File: src/design/sht_pkg.sv
// sht_pkg: types, codes and constants for the sensor health table
// no dependencies; imported by sht_table and the top level
package sht_pkg;

  localparam int unsigned NUM_SOURCES = 128;
  localparam int unsigned SRC_W       = 8;
  localparam int unsigned SRC_IDX_W   = 7;
  localparam int unsigned INJECT_BIT  = 7;

  localparam logic [1:0] OP_REPORT  = 2'd0;
  localparam logic [1:0] OP_RESTORE = 2'd1;
  localparam logic [1:0] OP_QUERY   = 2'd2;

  localparam logic [1:0] ST_NOMINAL  = 2'd0;
  localparam logic [1:0] ST_DEGRADED = 2'd1;
  localparam logic [1:0] ST_FAILED   = 2'd2;

  typedef struct packed {
    logic [1:0]       operation;
    logic [SRC_W-1:0] source;
    logic [1:0]       status;
  } item_t;

  typedef struct packed {
    logic any_degraded;
    logic any_failed;
    logic inject_error;
  } result_t;

  typedef struct packed {
    logic  fire;
    item_t item;
  } upd_t;

endpackage

File: src/design/sht_table.sv
// sht_table: per-source known, real, shown and override state with update logic
// and flag reduction over the next state; depends on sht_pkg
module sht_table #(
  parameter int unsigned NumSources = sht_pkg::NUM_SOURCES
) (
  input  logic             clk_i,
  input  logic             rst_ni,
  input  sht_pkg::upd_t    upd_i,
  output sht_pkg::result_t res_o
);
  import sht_pkg::*;

  localparam int unsigned IdxW = $clog2(NumSources);
  localparam logic [SRC_IDX_W:0] SrcLimit = NumSources[SRC_IDX_W:0];

  logic [SRC_IDX_W-1:0]  idx;
  logic [IdxW-1:0]       sel_idx;
  logic                  in_range;
  logic                  is_inject;
  logic                  hit_known;
  logic [NumSources-1:0] known_v;
  logic [NumSources-1:0] deg_v;
  logic [NumSources-1:0] fail_v;

  assign idx       = upd_i.item.source[SRC_IDX_W-1:0];
  assign sel_idx   = idx[IdxW-1:0];
  assign in_range  = {1'b0, idx} < SrcLimit;
  assign is_inject = upd_i.item.source[INJECT_BIT];
  assign hit_known = in_range && known_v[sel_idx];

  for (genvar i = 0; i < NumSources; i++) begin : g_entry
    logic       known_q, known_d;
    logic       ovr_q, ovr_d;
    logic [1:0] real_q, real_d;
    logic [1:0] shown_q, shown_d;
    logic       hit;

    assign hit = in_range && (sel_idx == IdxW'(i));

    always_comb begin
      known_d = known_q;
      ovr_d   = ovr_q;
      real_d  = real_q;
      shown_d = shown_q;
      if (upd_i.fire) begin
        case (upd_i.item.operation)
          OP_REPORT: begin
            if (is_inject) begin
              if (hit && known_q) begin
                shown_d = upd_i.item.status;
                ovr_d   = 1'b1;
              end
            end else if (hit) begin
              known_d = 1'b1;
              ovr_d   = known_q ? ovr_q : 1'b0;
              real_d  = upd_i.item.status;
              if (!ovr_d) begin
                shown_d = upd_i.item.status;
              end
            end
          end
          OP_RESTORE: begin
            shown_d = real_q;
            ovr_d   = 1'b0;
          end
          default: begin
          end
        endcase
      end
    end

    always_ff @(posedge clk_i or negedge rst_ni) begin
      if (!rst_ni) begin
        known_q <= 1'b0;
        ovr_q   <= 1'b0;
        real_q  <= ST_NOMINAL;
        shown_q <= ST_NOMINAL;
      end else begin
        known_q <= known_d;
        ovr_q   <= ovr_d;
        real_q  <= real_d;
        shown_q <= shown_d;
      end
    end

    assign known_v[i] = known_q;
    assign deg_v[i]   = known_d && (shown_d == ST_DEGRADED);
    assign fail_v[i]  = known_d && (shown_d == ST_FAILED);
  end

  assign res_o.any_degraded = |deg_v;
  assign res_o.any_failed   = |fail_v;
  assign res_o.inject_error = (upd_i.item.operation == OP_REPORT) && is_inject && !hit_known;

endmodule

File: src/design/sensor_health_table_with_injection.sv
// sensor_health_table_with_injection: top level with input and result registers
// around the health table; depends on sht_pkg and sht_table
//
//   channel  direction  handshake                  payload
//   in       in         in_valid_i / in_stall_o    in_item_i  (sht_pkg::item_t)
//   out      out        out_valid_o / out_stall_i  out_item_o (sht_pkg::result_t)
//
// one item per cycle unless a result is stalled; items and results are both registered
// the table update and the flag reduction sit between the input and result registers
// reset clears all entries at once, no clearing pass
// a stalled result holds the input register, which stalls the input channel
module sensor_health_table_with_injection #(
  parameter int unsigned NumSources = sht_pkg::NUM_SOURCES
) (
  input  logic             clk_i,
  input  logic             rst_ni,
  input  logic             in_valid_i,
  output logic             in_stall_o,
  input  sht_pkg::item_t   in_item_i,
  output logic             out_valid_o,
  input  logic             out_stall_i,
  output sht_pkg::result_t out_item_o
);
  import sht_pkg::*;

  logic    in_valid_q, in_valid_d;
  item_t   in_q;
  logic    out_valid_q, out_valid_d;
  result_t out_q;
  logic    advance;
  logic    fire;
  upd_t    upd;
  result_t res_d;

  assign advance    = !out_valid_q || !out_stall_i;
  assign fire       = in_valid_q && advance;
  assign in_stall_o = in_valid_q && !advance;

  assign upd.fire = fire;
  assign upd.item = in_q;

  sht_table #(
    .NumSources(NumSources)
  ) u_table (
    .clk_i (clk_i),
    .rst_ni(rst_ni),
    .upd_i (upd),
    .res_o (res_d)
  );

  always_comb begin
    in_valid_d = in_valid_q;
    if (in_valid_i && !in_stall_o) begin
      in_valid_d = 1'b1;
    end else if (fire) begin
      in_valid_d = 1'b0;
    end
  end

  always_comb begin
    out_valid_d = out_valid_q;
    if (fire) begin
      out_valid_d = 1'b1;
    end else if (!out_stall_i) begin
      out_valid_d = 1'b0;
    end
  end

  always_ff @(posedge clk_i or negedge rst_ni) begin
    if (!rst_ni) begin
      in_valid_q  <= 1'b0;
      out_valid_q <= 1'b0;
    end else begin
      in_valid_q  <= in_valid_d;
      out_valid_q <= out_valid_d;
    end
  end

  always_ff @(posedge clk_i) begin
    if (in_valid_i && !in_stall_o) begin
      in_q <= in_item_i;
    end
    if (fire) begin
      out_q <= res_d;
    end
  end

  assign out_valid_o = out_valid_q;
  assign out_item_o  = out_q;

  a_stall_only_when_blocked: assert property (@(posedge clk_i) disable iff (!rst_ni)
    in_stall_o |-> (in_valid_q && out_valid_q && out_stall_i))
    else $error("input stalled without a blocked result");

  a_fire_gives_result: assert property (@(posedge clk_i) disable iff (!rst_ni)
    fire |=> out_valid_q)
    else $error("processed item produced no result");

  a_error_only_on_inject: assert property (@(posedge clk_i) disable iff (!rst_ni)
    (fire && (in_q.operation != OP_REPORT || !in_q.source[INJECT_BIT])) |-> !res_d.inject_error)
    else $error("inject error on an item that is not an injection");

  a_result_drains: assert property (@(posedge clk_i) disable iff (!rst_ni)
    (out_valid_q && !out_stall_i && !fire) |=> !out_valid_q)
    else $error("taken result not retired");

endmodule
File: config.mk
export PLATFORM = sky130hd
export DESIGN_NAME = sensor_health_table_with_injection
export DESIGN_NICKNAME = d
export VERILOG_FILES = /design/src/design/sht_pkg.sv /design/src/design/sht_table.sv /design/src/design/sensor_health_table_with_injection.sv
export SDC_FILE = /design/constraint.sdc
export NUM_CORES = 2
export LEC_CHECK = 0
export BUFFER_PORTS_ARGS = -buffer_cell sky130_fd_sc_hd__buf_4
export CAP_MARGIN = 5
export CORE_MARGIN = 1
export CORE_UTILIZATION = 35
export DETAILED_ROUTE_END_ITERATION = 8
export GPL_ROUTABILITY_DRIVEN = 0
export PLACE_DENSITY = 0.53
export SKIP_CTS_REPAIR_TIMING = 1
export SLEW_MARGIN = 20
export SYNTH_ARGS = -nofsm -noshare
export SYNTH_HDL_FRONTEND = slang
export SYNTH_SLANG_ARGS = --single-unit
File: constraint.sdc
create_clock -name clk_i -period 4.65 [get_ports clk_i]
set_input_delay 0.465 -clock clk_i [delete_from_list [all_inputs] [get_ports clk_i]]
set_output_delay 0.465 -clock clk_i [all_outputs]
set_load 0.03 [all_outputs]
==> flow_summary.yaml <==
status:
  status: "finished with violations"
  violations: "setup timing"
logic_synthesis:
  syn-num-nets: 5337
  synth_edf_count: 15
  synth_ff_type: "dfrtp_1"
  syn_avg_cell_area_um2: 8.63
  synth_cells: 5321
  synthTopCellsByArea: "dfrtp_1, o21ai_0, nand2_1, nand3_1, clkbuf_1"
  syn_area_mm2: 0.0459
  synth_async_sr_flop_share_pct: 98.1
  synth-seq-cells: 785
  synth_most_common_cell: "nand2_1"
  synth.top_cell.area_share_pct: 42.0
  seq_area_frac_synth_pct: 43.0
  yosys_warnings: 0
  yosys.area.top_type: "dfrtp_1"
  synth_cell_types: 96
  synthTopCellsByCount: "nand2_1, dfrtp_1, o21ai_0"
cells_and_area:
  final_design_area_no_fill_mm2: 0.0539
  final_util_pct: 41.5
  drive_gt1_share_pct: 13.4
  area_growth_pct: 17.4
  final_nets: 5367
worst_setup_path:
  crit_required_ns: 5.12
  arrival_ns: 5.18
  slowest_stage: "nor4b_4"
  crit_type: "reg2reg"
  path_cells: "buf_12 -> nor4b_4 -> buf_12 -> a41oi_1 -> a31oi_1 -> a21oi_1 -> a32oi_1 -> o311ai_0 -> or4_1 -> or4_1 -> or4_1"
  r2r_start: "in_q[9]$_DFFE_PP_"
  cp-end-kind: "register"
  worst-path-buf-inv: 2
  timing.rr.end: "out_item_o[2]$_DFFE_PP_"
  cp_slowest_stage_delay_ns: 0.73
  critPathMaxFanout: 21
  worst_path_most_repeated_cell: "or4_1"
  startpoint_type: "register"
  rrSetupSlack_ns: -0.05
  reg2reg_depth: 11
  critical-path-top-delay-family: "simple AND/OR/NAND/NOR gates"
clock_network:
  htreeDepth: 3
  clkTransAtPathRegs_ns: 0.06
  cts_buffer_depth: 3
  cts_tree: "yes"
  clk_latency_ns: 0.74
  cts_root_buffer: "clkbuf_16"
  clock_sinks: 785
  numCtsBuffers: 94
sta:
  drv_slew: 0
  clock_skew_ns: 0.0335
  fin_ws_ns: -0.0539
  hold_viol_final: 0
  fin_crit_sh_pct: 101
  relSlewSlack_pct: 27.1
  whs_ns: 0.392
  min_period_ns: 4.70
  timing.fmax_ghz: 0.213
  rsz0062_at_grt: "yes"
  worstMarginPinSlew_ns: 1.08
  setup-violations-final: 1
pwr:
  internal-power_uw: 12800
  seqPwrFrac_pct: 41.8
  p_clk_share_pct: 42.4
  p_switching_uw: 5660
  pwr-share-comb_pct: 15.8
  sw_frac_of_total_pct: 30.6
  p_leak_uw: 0.0231
  peakVddDrop_mv: 0.314
  p_per_area_mw_per_mm2: 343
route:
  wirelength_mm: 239
  first_pass_iters: 7
  via_count: 48200
  ant_nets: 0
  drt_iter0_drc: 8099
  wl_per_cell_um: 33.2
  drc: 0
  viasPerCell: 6.71
hold_path:
  min_path_type: "in2async"
grt:
  grt_pass1_wl_mm: 336
  antenna_found_initial: 22
  grt_pass1_vias: 44400
  grt_max_degree: 115
  grt_use_total_pct: 35.3
  overflow: 0
placement:
  placed_cell_area_mm2: 0.0504
  dp_hpwl_mm: 162
  place.port_buffers: 20
die:
  rows: 132
  pin_count: 21
  coreArea_mm2: 0.130
  die_y_um: 364
  die-area_mm2: 0.133
  initial_utilization_pct: 35.4
  die_w_um: 364
job:
  cap_violations: 0
==> worst max path at each step <==
stage	from	endpoint	slack (ns)	cells after the start
4_1_cts	in_q[8]$_DFFE_PP_	out_item_o[2]$_DFFE_PP_	-0.19	13
3_5_place_dp	in_q[8]$_DFFE_PP_	out_item_o[2]$_DFFE_PP_	-0.17	13
3_3_place_gp	in_q[8]$_DFFE_PP_	out_item_o[2]$_DFFE_PP_	-0.22	13
5_1_grt	in_q[10]$_DFFE_PP_	out_item_o[2]$_DFFE_PP_	-0.07	11
2_1_floorplan	out_valid_o$_DFFE_PN0P_	out_item_o[2]$_DFFE_PP_	0.86	13
6_report	in_q[9]$_DFFE_PP_	out_item_o[2]$_DFFE_PP_	-0.05	11
==> metal layers <==
layer,vias to the layer above,routed length (um),track usage [%]
li1,19900,-,-
met1,23700,92100,46.2
met2,3755,96100,49.3
met3,910,32400,11.7
met4,16,18200,23.2
met5,-,146,0
==> cell usage in the layout, fill, tap and decap left out, types with 78 or more instances in the layout <==
| cell | synthesis | routed |
|---|---|---|
| nand2_1 | 799 | 797 |
| dfrtp_1 | 770 | 770 |
| o21ai_0 | 639 | 638 |
| buf_4 | 4 | 323 |
| nand3_1 | 246 | 241 |
| inv_1 | 235 | 233 |
| a21oi_1 | 212 | 212 |
| nor2_1 | 157 | 152 |
| nand4_1 | 138 | 138 |
| a31oi_1 | 135 | 135 |
| a22o_1 | 120 | 120 |
| clkbuf_16 | 0 | 98 |
| a211oi_1 | 85 | 84 |
| and2_1 | 83 | 83 |
| o211ai_1 | 81 | 81 |
| buf_12 | 0 | 78 |
==> stage by stage <==
step / power [uW] / std cells / setup TNS (ns) / setup WS (ns)
floorplan: 9160 / 5321 / 0 / 0.857
global placement: 10600 / 6978 / -0.215 / -0.215
detailed placement: 10600 / 6979 / -0.172 / -0.172
CTS: 18400 / 7153 / -0.208 / -0.191
global route: 19000 / 7171 / -0.0735 / -0.0735
finish: 18500 / 7189 / -0.0539 / -0.0539
==> power groups by stage <==
stage / clock (uW) / sequential, uW / combinational [uW]
floorplan: 0 / 7710 / 1450
global placement: 0 / 7830 / 2750
detailed placement: 0 / 7820 / 2780
CTS: 7880 / 7710 / 2780
global route: 8160 / 7780 / 3030
finish: 7840 / 7740 / 2920
==> kinds of logic after synthesis <==
group	share of synthesized area, %
compound gates	26.5
buf+inv	6.24
mux	4.26
flops	43.0
simple gates	20.0
==> final cells by class <==
| type | instances | area [um^2] |
|---|---|---|
| clock buffers | 141 | 2810 |
| inverters | 237 | 902 |
| flip-flops and latches | 785 | 19700 |
| diodes | 18 | 45.0 |
| well taps | 1742 | 2180 |
| repair buffers | 421 | 4200 |
| multi-input cells | 3812 | 23700 |
| fillers | 12800 | 75900 |
| clock inverters | 33 | 375 |
==> registers in the layout (all words and copies together) (netlist names) <==
register                 cells
out_valid_o                  1
u_table.g_entry.known_q    128
u_table.g_entry.ovr_q      128
u_table.g_entry.shown_q    256
in_valid_q                   1
out_item_o                   3
u_table.g_entry.real_q     256
in_q                        12
(Power assumes the default switching activity.)
